**src/assert_macros.svh**
```systemverilog
// Assertion macros used by the RTL of the JSON scalar validator.
// No dependencies; the bodies fall away when SYNTHESIS is defined.
`ifndef ASSERT_MACROS_SVH
`define ASSERT_MACROS_SVH

`ifndef SYNTHESIS

// Same-cycle implication, checked outside reset.
`define CHK_IMPLY(lbl, clk, rst, ante, cons, msg) \
  lbl: assert property (@(posedge clk) disable iff (rst) (ante) |-> (cons)) else $error(msg);

// Next-cycle implication, checked outside reset.
`define CHK_NEXT(lbl, clk, rst, ante, cons, msg) \
  lbl: assert property (@(posedge clk) disable iff (rst) (ante) |=> (cons)) else $error(msg);

// Invariant that holds on every cycle outside reset.
`define CHK_ALWAYS(lbl, clk, rst, cond, msg) \
  lbl: assert property (@(posedge clk) disable iff (rst) (cond)) else $error(msg);

`else

`define CHK_IMPLY(lbl, clk, rst, ante, cons, msg)
`define CHK_NEXT(lbl, clk, rst, ante, cons, msg)
`define CHK_ALWAYS(lbl, clk, rst, cond, msg)

`endif

`endif

```
**src/jsv_pkg.sv**
```systemverilog
// Types, codes and character helpers for the JSON scalar validator.
// No dependencies; imported by json_scalar_validator_top.
package jsv_pkg;

  // Longest text accepted; the byte counter saturates here.
  localparam int unsigned MAX_TEXT = 4096;
  localparam int unsigned POS_W    = 13;
  localparam logic [POS_W-1:0] MAX_POS = POS_W'(MAX_TEXT);

  // Result status codes.
  localparam logic [1:0] ST_OK     = 2'd0;
  localparam logic [1:0] ST_EXPECT = 2'd1;
  localparam logic [1:0] ST_INVAL  = 2'd2;
  localparam logic [1:0] ST_SINGLE = 2'd3;

  // Value kinds.
  localparam logic [1:0] KIND_NULL   = 2'd0;
  localparam logic [1:0] KIND_FALSE  = 2'd1;
  localparam logic [1:0] KIND_TRUE   = 2'd2;
  localparam logic [1:0] KIND_NUMBER = 2'd3;

  typedef enum logic [3:0] {
    PH_LEAD   = 4'd0,
    PH_LIT    = 4'd1,
    PH_NSIGN  = 4'd2,
    PH_NZERO  = 4'd3,
    PH_NINT   = 4'd4,
    PH_NDOT   = 4'd5,
    PH_NFRAC  = 4'd6,
    PH_NE     = 4'd7,
    PH_NESIGN = 4'd8,
    PH_NEXP   = 4'd9,
    PH_TRAIL  = 4'd10
  } phase_t;

  typedef struct packed {
    logic [7:0] text_byte;
    logic       end_of_text;
  } in_t;

  typedef struct packed {
    logic [1:0]  status;
    logic [1:0]  value_kind;
    logic [11:0] token_start;
    logic [12:0] token_length;
  } out_t;

  function automatic logic is_blank(input logic [7:0] c);
    return (c == 8'h20) || (c == 8'h09) || (c == 8'h0D) || (c == 8'h0A);
  endfunction

  function automatic logic is_digit(input logic [7:0] c);
    return (c >= 8'h30) && (c <= 8'h39);
  endfunction

  function automatic logic is_exp_mark(input logic [7:0] c);
    return (c == 8'h65) || (c == 8'h45);
  endfunction

  // Characters of null, false and true, indexed by kind and position.
  function automatic logic [7:0] lit_char(input logic [1:0] kind, input logic [2:0] idx);
    logic [7:0] ch;
    ch = 8'h00;
    case (kind)
      KIND_FALSE: begin
        case (idx)
          3'd0: ch = 8'h66;
          3'd1: ch = 8'h61;
          3'd2: ch = 8'h6C;
          3'd3: ch = 8'h73;
          3'd4: ch = 8'h65;
          default: ch = 8'h65;
        endcase
      end
      KIND_TRUE: begin
        case (idx)
          3'd0: ch = 8'h74;
          3'd1: ch = 8'h72;
          3'd2: ch = 8'h75;
          3'd3: ch = 8'h65;
          default: ch = 8'h00;
        endcase
      end
      default: begin
        case (idx)
          3'd0: ch = 8'h6E;
          3'd1: ch = 8'h75;
          3'd2: ch = 8'h6C;
          3'd3: ch = 8'h6C;
          default: ch = 8'h00;
        endcase
      end
    endcase
    return ch;
  endfunction

  function automatic logic [2:0] lit_len(input logic [1:0] kind);
    return (kind == KIND_FALSE) ? 3'd5 : 3'd4;
  endfunction

endpackage

```
**src/json_scalar_validator_top.sv**
```systemverilog
// An end-of-text transaction waits in the input register until it fires; its result is then
// loaded into the result register, from which it can be taken.
// Throughput: one transaction per cycle; only an end-of-text transaction stalls the input,
// and only while the result register still holds a verdict that has not been taken.
// Reset (rst, synchronous, active high) empties both registers and clears the scanner.
// Depends on jsv_pkg and assert_macros.svh.
`include "assert_macros.svh"

module json_scalar_validator_top
  import jsv_pkg::*;
(
  input  logic clk,
  input  logic rst,
  input  logic in_valid,
  output logic in_ready,
  input  in_t  in_data,
  output logic out_valid,
  input  logic out_ready,
  output out_t out_data
);

  // Input register. A text byte never produces a result, so it always moves
  // on; only an end-of-text transaction waits for room in the result register.
  logic stage_valid;
  in_t  stage;
  logic fire;

  // Scanner state.
  phase_t            phase, phase_next;
  logic [1:0]        literal_kind, literal_kind_next;
  logic [2:0]        literal_pos, literal_pos_next;
  logic [POS_W-1:0]  position, position_next;
  logic [11:0]       scalar_begin, scalar_begin_next;
  logic [POS_W-1:0]  scalar_end, scalar_end_next;
  logic [1:0]        latched_error, latched_error_next;

  out_t result;
  logic [7:0] c;

  assign c        = stage.text_byte;
  assign fire     = stage_valid && (!stage.end_of_text || !out_valid || out_ready);
  assign in_ready = !stage_valid || fire;

  always_ff @(posedge clk) begin
    if (rst) begin
      stage_valid <= 1'b0;
    end else if (in_ready) begin
      stage_valid <= in_valid;
    end
  end

  always_ff @(posedge clk) begin
    if (in_ready && in_valid) begin
      stage <= in_data;
    end
  end

  // Next-state logic: one scanner step for the byte in the input register.
  always_comb begin
    phase_next         = phase;
    literal_kind_next  = literal_kind;
    literal_pos_next   = literal_pos;
    position_next      = position;
    scalar_begin_next  = scalar_begin;
    scalar_end_next    = scalar_end;
    latched_error_next = latched_error;

    if (stage.end_of_text) begin
      // The terminator closes the text; the next transaction starts afresh.
      phase_next         = PH_LEAD;
      literal_kind_next  = KIND_NULL;
      literal_pos_next   = 3'd0;
      position_next      = '0;
      scalar_begin_next  = '0;
      scalar_end_next    = '0;
      latched_error_next = ST_OK;
    end else begin
      if (latched_error == ST_OK) begin
        if (position >= MAX_POS) begin
          latched_error_next = ST_INVAL;
        end else begin
          unique case (phase)
            PH_LEAD: begin
              if (!is_blank(c)) begin
                scalar_begin_next = position[11:0];
                if (c == 8'h6E || c == 8'h66 || c == 8'h74) begin
                  literal_kind_next = (c == 8'h6E) ? KIND_NULL :
                                      (c == 8'h66) ? KIND_FALSE : KIND_TRUE;
                  literal_pos_next  = 3'd1;
                  phase_next        = PH_LIT;
                end else begin
                  literal_kind_next = KIND_NUMBER;
                  if (c == 8'h2D) phase_next = PH_NSIGN;
                  else if (c == 8'h30) phase_next = PH_NZERO;
                  else if (is_digit(c)) phase_next = PH_NINT;
                  else latched_error_next = ST_INVAL;
                end
              end
            end
            PH_LIT: begin
              if (c != lit_char(literal_kind, literal_pos)) begin
                latched_error_next = ST_INVAL;
              end else begin
                literal_pos_next = literal_pos + 3'd1;
                if ((literal_pos + 3'd1) >= lit_len(literal_kind)) begin
                  scalar_end_next = position + POS_W'(1);
                  phase_next      = PH_TRAIL;
                end
              end
            end
            PH_NSIGN: begin
              if (c == 8'h30) phase_next = PH_NZERO;
              else if (is_digit(c)) phase_next = PH_NINT;
              else latched_error_next = ST_INVAL;
            end
            PH_NZERO, PH_NINT: begin
              if (phase == PH_NINT && is_digit(c)) begin
                phase_next = PH_NINT;
              end else if (c == 8'h2E) begin
                phase_next = PH_NDOT;
              end else if (is_exp_mark(c)) begin
                phase_next = PH_NE;
              end else begin
                scalar_end_next = position;
                phase_next      = PH_TRAIL;
                if (!is_blank(c)) latched_error_next = ST_SINGLE;
              end
            end
            PH_NDOT: begin
              if (is_digit(c)) phase_next = PH_NFRAC;
              else latched_error_next = ST_INVAL;
            end
            PH_NFRAC: begin
              if (is_digit(c)) begin
                phase_next = PH_NFRAC;
              end else if (is_exp_mark(c)) begin
                phase_next = PH_NE;
              end else begin
                scalar_end_next = position;
                phase_next      = PH_TRAIL;
                if (!is_blank(c)) latched_error_next = ST_SINGLE;
              end
            end
            PH_NE: begin
              if (c == 8'h2B || c == 8'h2D) phase_next = PH_NESIGN;
              else if (is_digit(c)) phase_next = PH_NEXP;
              else latched_error_next = ST_INVAL;
            end
            PH_NESIGN: begin
              if (is_digit(c)) phase_next = PH_NEXP;
              else latched_error_next = ST_INVAL;
            end
            PH_NEXP: begin
              if (!is_digit(c)) begin
                scalar_end_next = position;
                phase_next      = PH_TRAIL;
                if (!is_blank(c)) latched_error_next = ST_SINGLE;
              end
            end
            PH_TRAIL: begin
              if (!is_blank(c)) latched_error_next = ST_SINGLE;
            end
            default: begin
              latched_error_next = ST_INVAL;
            end
          endcase
        end
      end
      // The byte counter saturates at the text limit.
      if (position < MAX_POS) position_next = position + POS_W'(1);
    end
  end

  // Output logic: the result that the terminator would produce from the
  // present state. An unfinished number is closed at the current position.
  always_comb begin
    logic [1:0]       st;
    logic [POS_W-1:0] end_pos;
    logic [POS_W-1:0] begin_pos;
    st        = latched_error;
    end_pos   = scalar_end;
    begin_pos = {1'b0, scalar_begin};
    if (latched_error == ST_OK) begin
      unique case (phase) inside
        PH_LEAD: st = ST_EXPECT;
        PH_NZERO, PH_NINT, PH_NFRAC, PH_NEXP: begin
          st      = ST_OK;
          end_pos = position;
        end
        PH_TRAIL: st = ST_OK;
        default:  st = ST_INVAL;
      endcase
    end
    result.status = st;
    if (st == ST_OK) begin
      result.value_kind   = literal_kind;
      result.token_start  = scalar_begin;
      result.token_length = (end_pos >= begin_pos) ? (end_pos - begin_pos) : '0;
    end else begin
      result.value_kind   = KIND_NULL;
      result.token_start  = '0;
      result.token_length = '0;
    end
  end

  always_ff @(posedge clk) begin
    if (rst) begin
      phase         <= PH_LEAD;
      literal_kind  <= KIND_NULL;
      literal_pos   <= 3'd0;
      position      <= '0;
      scalar_begin  <= '0;
      scalar_end    <= '0;
      latched_error <= ST_OK;
    end else if (fire) begin
      phase         <= phase_next;
      literal_kind  <= literal_kind_next;
      literal_pos   <= literal_pos_next;
      position      <= position_next;
      scalar_begin  <= scalar_begin_next;
      scalar_end    <= scalar_end_next;
      latched_error <= latched_error_next;
    end
  end

  // Result register: loaded by an end-of-text transaction, emptied when taken.
  always_ff @(posedge clk) begin
    if (rst) begin
      out_valid <= 1'b0;
    end else if (fire && stage.end_of_text) begin
      out_valid <= 1'b1;
    end else if (out_ready) begin
      out_valid <= 1'b0;
    end
  end

  always_ff @(posedge clk) begin
    if (fire && stage.end_of_text) begin
      out_data <= result;
    end
  end

  // A failed text reports no token.
  `CHK_IMPLY(a_err_fields_zero, clk, rst,
    out_valid && out_data.status != ST_OK,
    out_data.value_kind == KIND_NULL && out_data.token_start == '0 &&
    out_data.token_length == '0,
    "error result carries token fields")
  // A literal is always four or five bytes long.
  `CHK_IMPLY(a_lit_length, clk, rst,
    out_valid && out_data.status == ST_OK && out_data.value_kind != KIND_NUMBER,
    out_data.token_length == 13'd4 || out_data.token_length == 13'd5,
    "literal token of wrong length")
  // After a terminator the scanner is back at the start of a text.
  `CHK_NEXT(a_restart, clk, rst, fire && stage.end_of_text,
    phase == PH_LEAD && position == '0 && latched_error == ST_OK,
    "scanner not cleared after end of text")
  // The byte counter never passes the text limit.
  `CHK_ALWAYS(a_pos_limit, clk, rst, position <= MAX_POS, "byte counter beyond text limit")

endmodule
```
**config.mk**
```make
export PLATFORM = sky130hd
export DESIGN_NAME = json_scalar_validator_top
export DESIGN_NICKNAME = d
export VERILOG_FILES = /design/src/jsv_pkg.sv /design/src/json_scalar_validator_top.sv
export VERILOG_INCLUDE_DIRS = /design/src /design/src/src
export SDC_FILE = /design/constraint.sdc
export NUM_CORES = 1
export LEC_CHECK = 0
export BUFFER_PORTS_ARGS = -buffer_cell sky130_fd_sc_hd__clkbuf_2
export CORE_MARGIN = 2
export CORE_UTILIZATION = 53
export DETAILED_ROUTE_END_ITERATION = 7
export GPL_TIMING_DRIVEN = 0
export PLACE_DENSITY = 0.76
export SLEW_MARGIN = 20
export SYNTH_ARGS = -nofsm -noshare
export SYNTH_HDL_FRONTEND = slang
export SYNTH_SLANG_ARGS = --single-unit
export TNS_END_PERCENT = 100
```
**constraint.sdc**
```tcl
create_clock -name clk -period 5.6 [get_ports clk]
set_input_delay 0.84 -clock clk [delete_from_list [all_inputs] [get_ports clk]]
set_output_delay 0.84 -clock clk [all_outputs]
set_load 0.02 [all_outputs]
```
* Yosys cells after proc, flatten, opt, wreduce, memory -nomap -nowiden
Index checks and enable logic that the tools add are counted.
Word-level totals: register bits after elaboration 89, bits of input ports 13, output and inout bits 31, word-level logic and storage cells 198
Operators by class: add/sub/neg operators 3, magnitude comparators 6, eq/ne operators 49, muxes and demuxes 84, reductions and logical operators 41
Operators by type and width (number):
- $mux W13 | 14
- $mux W4 | 18
- $mux W12 | 5
- $pmux W13 S4 | 1
- $mux W2 | 25
- $eq A8 B6 Y1 const B | 5
- $eq A8 B7 Y1 const B | 5
- $ne A4 B4 Y1 const B | 9
- $pmux W4 S9 | 1
- $mux W8 | 4
- $pmux W7 S4 | 1
- $ne A3 B3 Y1 const B | 9
- $eq A8 B4 Y1 const B | 3
- $pmux W7 S3 | 1
- $pmux W5 S4 | 1
- $mux W3 | 6
- $pmux W2 S9 | 1
- $eq A4 B3 Y1 const B | 4
- $pmux W8 S2 | 1
- $add A13 B1 Y13 const B | 1
- $ge A13 B12 Y1 | 1
- $ge A13 B13 Y1 const B | 1
- $lt A13 B13 Y1 const B | 1
- $sub A13 B12 Y13 | 1
- 35 further kinds | 64

* Depth between registers and ports, before layout
Gate-level depths: netlist of the first run.
word-level depth 14, gate-level depth with buffers 17, mapped depth without buffers 15

* Worst setup path before layout of the first run
Ideal clock, no wire load.
kind register to register, start register phase[3], end register out_data[10] (netlist bit) (data pin), library setup time 0.263 ns, data arrival time 3.184 ns, required time 5.337 ns, setup slack 2.153 ns, cell stages (with the launch flop) 18, path buffers 2, clock period less this slack 3.447 ns, path through dfxtp_1 > buf_2 > xor2_1 > a21o_1 > nand2_2 > clkbuf_1 > nor2_1 > a21oi_1 > ha_1 > inv_1 > fa_1 > a21o_1 > a21oi_1 > nor2_1 > o31a_1 > o22ai_1 > mux2i_1 > a31oi_1
On the way: word-level cells in the longest chain between the ends 6, elaborated cells between the ends (all ways) 16, classes of those cells 1 x add/sub; 1 x order compare; 5 x eq/ne; 4 x mux; 5 x reduce/logical
RTL lines:
- from (decl) | line json_scalar_validator_top.sv:29 | phase_t phase, phase_next;
- from (signal assigned) | line json_scalar_validator_top.sv:216 | phase <= phase_next;
- $eq A4 B2 Y1, or another cell as far along
- $reduce_or A4 Y1 or $reduce_or A5 Y1 (tied branches)
- $mux W13 or $pmux W2 S2 (tied branches) | line json_scalar_validator_top.sv:184 | unique case (phase) inside
- $mux W13 or $mux W2 (tied branches) | line json_scalar_validator_top.sv:183 | if (latched_error == ST_OK) begin
- $ge A13 B12 Y1 or $logic_not A2 Y1 (tied branches) | line json_scalar_validator_top.sv:198, json_scalar_validator_top.sv:195
- $reduce_and A2 Y1 (no line)
- to (signal assigned) | line json_scalar_validator_top.sv:239 | out_data <= result;
- to (decl) | line json_scalar_validator_top.sv:19 | output out_t out_data
Parallel ways exist; a longest one is shown, timed or not. A chain may end at the register's enable or synchronous reset.

* Final worst setup path of the first run
start register phase[2], end register out_data[6] (netlist bit) (data pin)
The elaborated chain is that of the path after synthesis.

==> results by group, run 1 <==
Synthesis
  – Unique cell type count in the Yosys netlist: 74
  – Avg Cell Area, Syn: 8.41 µm²
  – Cell Area, Synth: 5720 µm²
  – Synth async-reset ratio: 0%
  – Yosys warnings: 0
  – Number of enable flip-flop cells after synthesis: 38
  – Seq/Total Area, Yosys: 37.8%
  – Syn_nets: 716
  – Main synth FF type: dfxtp_1
  – Synth Instances: 680
  – Register bit total from synthesis: 89

Route
  – DRC violations left: 0
  – Final ANT Viol Nets: 0
  – Vias per inst: 5.78
  – Drt first pass iters: 5
  – Initial DRC count: 322
  – Via count: 5055
  – Total Wirelength: 13900 µm
  – WL/cell: 15.9 µm

Cells and area
  – Ant. Diodes: 0
  – Layout cells sized above 1: 13.1%
  – Total Nets Final: 769
  – Most frequent cells in the layout: nor2_1 (83), nand2_1 (70), dfxtp_1 (51)
  – Most common cell after layout, fill and taps aside: nor2_1
  – Area grow syn2layout: 9.71%

Power and ir drop
  – Clock power frac: 33.2%
  – IR drop worst, VDD: 122 µV
  – Switching Fraction: 26.5%
  – Leak: 2.34 nW
  – Pint: 906 µW
  – Sequential power share: 56.6%
  – Combinational power share: 10.2%
  – Power per standard cell area: 196 nW/µm²
  – Psw: 327 µW

STA
  – Relative slew slack: 27.9%
  – Final hold viol count: 0
  – Worst Skew: 14.8 ps
  – FMAX: 232 MHz
  – Max Slew Vio Count: 0
  – Measured slew at the worst slew-check pin: 1080 ps
  – Crit path time final: 4320 ps
  – Final Cycle Share: 77.1%
  – Setup_tns: 0 ps
  – Final Setup Violations: 0
  – RSZ-0062 raised after global routing: false
  – WHS: 456 ps

Run status
  – Status: finished, final reports clean

Hold path
  – Hold Path Sink: scalar_begin[4]$_SDFFE_PP0P_
  – Hold path depth: 2
  – Hold WC Path Type: reg -> reg
  – Hold path start: scalar_begin[4]$_SDFFE_PP0P_

Floorplanning
  – Total Die Area: 11600 µm²
  – Io pins: 44
  – Die X: 108 µm
  – Core area: 10400 µm²
  – # rows: 37
  – Die Span Y: 108 µm
  – Initial core utilization: 54.9%

Clock network
  – Worst-path clk slew: 90 ps
  – Cells resized by post-CTS repair: 0
  – Worst-case clock buffer depth: 2
  – Worst-Skew Late Latency: 370 ps
  – CTS Hold Buffers Added: 0
  – CTS tree: built
  – CTS H-tree lvls: 3
  – Clock buffer count from CTS: 9
  – CTS root buf: clkbuf_8
  – Setup Fix Bufs, Post-CTS: 0
  – Clock sink count: 89

Critical path
  – FF-to-FF Start: phase[2]$_SDFFE_PP0P_
  – R2r setup slk: 1280 ps
  – Critical path startpoint category: flip-flop
  – WP data arrival: 4500 ps
  – Setup crit end kind: flip-flop
  – Worst r2r dst: out_data[6]$_SDFFCE_PN0P_
  – Crit Path Category: reg -> reg
  – Worst Path Max Fanout: 10
  – Req. time, crit path: 5780 ps
  – Worst-case reg-to-reg path depth: 14

Global routing
  – Grt total ovfl: 0
  – Vias in the first global route: 4727
  – Initial antenna violation count: 0
  – GRT Util Overall: 24.7%
  – Largest net degree at the start of global routing: 33
  – First-pass GRT wire length: 22800 µm

Placed design
  – Final GP Congestion: 0.936
  – DPL Wire Length: 10600 µm
  – PortBufs: 42

Run
  – Maxcap violations: 0
final cells by class:
class,count,area [µm²]
Fill cell,949,4140
Multi-Input combinational cell,518,3250
Sequential cell,89,2160
Timing Repair Buffer,42,210
Buffer,41,188
Tap cell,136,170
Clock buffer,12,145
Inverter,32,120
Clock inverter,4,28.8
logic make-up (layout without fill, tap and decap cells):
| group | count (synthesis) | after routing | synth area share (%) |
|---|---|---|---|
| buffers and inverters | 73 | 131 | 5.38 |
| adders and majority gates | 23 | 23 | 5.16 |
| xor gates and xnor gates | 22 | 22 | 3.37 |
| AOI/OAI and AO/OA | 147 | 147 | 16.7 |
| DFF | 89 | 89 | 37.8 |
| muxes | 34 | 34 | 6.37 |
| and+or+nand+nor | 292 | 292 | 25.2 |
registers in the layout (all words and copies together) (netlist names), 2 cells and up:
name and cells:
latched_error 2, literal_pos 3, position 13, phase 4, literal_kind 2, scalar_begin 12
c 8, out_data 29, scalar_end 13
synthesized netlist by cell type (6+ instances only):
library cell / instances / share of area [%]
and3_1: 12 / 1.3
ha_1: 22 / 4.8
o21ai_0: 35 / 3.1
a21o_1: 6 / 0.79
xor2_1: 11 / 1.7
nand3_1: 33 / 2.9
dfxtp_1: 51 / 18
nor2b_1: 11 / 1.2
buf_2: 9 / 0.79
inv_1: 31 / 2.0
xnor2_1: 11 / 1.7
nor2_1: 83 / 5.4
nand2b_1: 15 / 1.6
edfxtp_1: 38 / 20
clkbuf_1: 26 / 1.7
nand2_1: 70 / 4.6
mux2_2: 11 / 2.2
nand4_1: 7 / 0.77
a31oi_1: 6 / 0.66
a21oi_1: 44 / 3.9
mux2i_1: 21 / 3.7
nor3_1: 22 / 1.9
and2_1: 6 / 0.66
routing by layer:
layer / global-route usage, % / vias up / share of wire (%)
met4: 9.89 / 0 / 2.5
met2: 37.9 / 156 / 44
met5: 0 / - / 0
li1: - / 2527 / -
met3: 3.39 / 29 / 5.4
met1: 34.9 / 2343 / 48
critical path, stage by stage, from the launching register on:
cell and delay, ps:
dfxtp_1 440, nor3b_1 500, a21o_1 310, nand2_2 180, clkbuf_1 280, o21ai_0 540
ha_1 240, nor2b_1 130, o21ai_0 110, a21o_1 220, a211o_1 310, and3b_1 190
o31a_1 280, buf_2 200, a211oi_1 220
through the flow:
step	utilization, %	setup WS, ps	total power [mW]	cell area [µm²]	cells
floorplan	-	2150	0.801	5720	680
global placement	58.6	1500	0.833	6100	858
detailed placement	58.6	1380	0.837	6100	858
CTS	60.2	1350	1.23	6270	874
global route	60.2	941	1.28	6270	874
finish	60.2	1280	1.23	6270	874
power groups by stage:
stage	clock network [mW]	registers [mW]	logic (mW)
floorplan	0	0.719	0.0821
global placement	0	0.712	0.121
detailed placement	0	0.713	0.124
CTS	0.411	0.698	0.125
global route	0.439	0.700	0.138
finish	0.410	0.698	0.125
how the worst max path moves through the flow:
stage	startpoint	end	slack (ps)	cells past startpoint
after floorplan	phase[3]$_SDFFE_PP0P_	out_data[10]$_SDFFCE_PN0P_	2150	17
after global placement	phase[2]$_SDFFE_PP0P_	out_data[6]$_SDFFCE_PN0P_	1500	14
after detailed placement	phase[2]$_SDFFE_PP0P_	out_data[6]$_SDFFCE_PN0P_	1380	14
after CTS	phase[2]$_SDFFE_PP0P_	out_data[6]$_SDFFCE_PN0P_	1350	14
after global routing	phase[2]$_SDFFE_PP0P_	out_data[10]$_SDFFCE_PN0P_	940	15
final	phase[2]$_SDFFE_PP0P_	out_data[6]$_SDFFCE_PN0P_	1280	14
No activity file was read; power rests on OpenSTA's default activity.
==> run 2: changes to the inputs <==
PLACE_DENSITY = 0.79   (was 0.76)
clock period = 3.64 ns   (was 5.6 ns; I/O delays follow)
==> results by group, run 2 (synthesized netlist as in run 1, its figures left out) <==
Global routing
  – First-pass GRT wire length: 22600 µm (-0.64%)
  – GRT Util Overall: 24.4% (-0.27 points)
  – Grt total ovfl: 0 (unchanged)
  – Initial antenna violation count: 0 (unchanged)
  – Vias in the first global route: 4619 (-2.3%)
  – Largest net degree at the start of global routing: 33 (unchanged)

STA
  – Worst Skew: 14.9 ps (+0.0950 ps)
  – FMAX: 285 MHz (+23%)
  – Measured slew at the worst slew-check pin: 1060 ps (-17.0 ps)
  – Setup_tns: 0 ps (unchanged)
  – Max Slew Vio Count: 0 (unchanged)
  – Final hold viol count: 0 (unchanged)
  – RSZ-0062 raised after global routing: false
  – Crit path time final: 3510 ps (-804 ps)
  – Final Cycle Share: 96.6% (+19 points)
  – Relative slew slack: 29.0% (+1.1 points)
  – Final Setup Violations: 0 (unchanged)

Critical path
  – Req. time, crit path: 3820 ps (-1960 ps)
  – Worst Path Max Fanout: 16 (+6)
  – FF-to-FF Start: phase[3]$_SDFFE_PP0P_
  – Crit Path Category: reg -> reg
  – Setup crit end kind: flip-flop
  – WP data arrival: 3700 ps (-800 ps)
  – Worst r2r dst: out_data[6]$_SDFFCE_PN0P_
  – Worst-case reg-to-reg path depth: 13 (-1)
  – R2r setup slk: 130 ps (-1160 ps)
  – Critical path startpoint category: flip-flop

Clock network
  – CTS H-tree lvls: 3 (unchanged)
  – Worst-Skew Late Latency: 370 ps (about the same)
  – Worst-path clk slew: 100 ps (about the same)
  – Clock sink count: 89 (unchanged)
  – CTS root buf: clkbuf_8
  – CTS tree: built
  – Clock buffer count from CTS: 9 (unchanged)
  – Worst-case clock buffer depth: 2 (unchanged)
  – CTS Hold Buffers Added: 0 (unchanged)

Placed design
  – Placed Cells incl. Taps: 858 (unchanged)
  – Final GP Congestion: 0.931 (-0.47%)
  – PortBufs: 42 (unchanged)
  – DPL Wire Length: 10400 µm (-2.5%)

Run
  – Maxcap violations: 0 (unchanged)

Floorplanning
  – Die X: 108 µm (unchanged)
  – Die Span Y: 108 µm (unchanged)
  – # rows: 37 (unchanged)
  – Initial core utilization: 54.9% (unchanged)
  – Core area: 10400 µm² (unchanged)
  – Io pins: 44 (unchanged)
  – Total Die Area: 11600 µm² (unchanged)

Hold path
  – Hold Path Sink: stage[0]$_DFFE_PP_
  – Hold path depth: 1 (-1)
  – Hold WC Path Type: in -> reg
  – Hold path start: in_data[0]

Cells and area
  – Biggest regs: out_data (29), position (13), scalar_end (13)
  – Most frequent cells in the layout: nor2_1 (83), nand2_1 (70), dfxtp_1 (50)
  – Layout cells sized above 1: 14.2% (+1.1 points)
  – Most common cell after layout, fill and taps aside: nor2_1
  – Ant. Diodes: 0 (unchanged)
  – Area grow syn2layout: 10.9%
  – Total Nets Final: 769 (unchanged)
  – Max FFs per register: 29 (unchanged)
  – Fin cells: 874 (unchanged)
  – Post-layout util: 60.9% (+0.67 points)
  – Most flops, register: out_data
  – Filler cell count: 907 (-4.4%)

Route
  – Via count: 5026 (-0.57%)
  – DRC violations left: 0 (unchanged)
  – Total Wirelength: 13400 µm (-3.2%)
  – Vias per inst: 5.75 (-0.57%)
  – WL/cell: 15.4 µm (-3.2%)
  – Drt first pass iters: 5 (unchanged)
  – Final ANT Viol Nets: 0 (unchanged)
  – Initial DRC count: 376 (+17%)

Power and ir drop
  – IR drop worst, VDD: 185 µV (+52%)
  – Leak: 2.37 nW (+1.2%)
  – Overall power: 1.96 mW (+59%)
  – Power per standard cell area: 309 nW/µm² (+57%)

Run status
  – Status: finished, final reports clean
run 2: worst max-delay path by stage:
| stage | start | endpoint | depth (start not counted) |
|---|---|---|---|
| 6_report | phase[3]$_SDFFE_PP0P_ | out_data[6]$_SDFFCE_PN0P_ | 13 |
| 5_1_grt | phase[3]$_SDFFE_PP0P_ | out_data[6]$_SDFFCE_PN0P_ | 15 |
| 4_1_cts | phase[3]$_SDFFE_PP0P_ | out_data[12]$_SDFFCE_PN0P_ | 15 |
| 3_5_place_dp | phase[2]$_SDFFE_PP0P_ | out_data[10]$_SDFFCE_PN0P_ | 15 |
| 3_3_place_gp | phase[2]$_SDFFE_PP0P_ | out_data[10]$_SDFFCE_PN0P_ | 15 |
| 2_1_floorplan | phase[3]$_SDFFE_PP0P_ | out_data[10]$_SDFFCE_PN0P_ | 17 |
run 2: power breakdown:
part	total, mW	switching [mW]	internal [mW]
clock network	0.692	0.371	0.322
logic	0.193	0.126	0.0667
registers	1.07	0.0160	1.06
run 2: area by class of cell:
type | instances | area, µm² | share of cell area (%)
plain buffers | 40 | 190 | 3.00
clock buffers | 10 | 128 | 2.01
clock inverters | 6 | 66.3 | 1.05
inverters | 32 | 120 | 1.89
multi-input cells | 518 | 3290 | 51.8
flip-flops and latches | 89 | 2160 | 34.1
well taps | 136 | 170 | 2.68
repair buffers | 43 | 218 | 3.43
run 2: per-stage QoR:
step                      hold slack, ps  setup WS [ps]  cell area (µm²)
after floorplan                      431            193             5720
after global placement               438           -489             6100
after detailed placement             445           -482             6100
after CTS                            343           18.1             6310
after global routing                 355           2.30             6340
final                                348            125             6340
run 2: repair_timing:
item / in CTS / in global routing
pin swaps: 0 / 1
endpoints found under the setup margin: 13 / 6
buffers inserted: 1 / 0
gates resized for setup: 4 / 8
run 2: worst max-delay path, cell delays in order, from the launching register on:
cell and delay, ps:
dfxtp_1 400, buf_6 170, xor2_2 180, a21o_1 210
nand2_4 150, mux2_2 320, ha_1 350, o21ai_0 150
a21o_1 210, a211o_1 310, and3b_1 180, o31a_1 260
buf_2 190, a211oi_1 230
run 2: metal layers:
layer	global-route usage (%)	wire, µm
met1	36.4	6510
met2	37.6	6080
met3	3.21	701
met4	5.31	147
met5	0	0
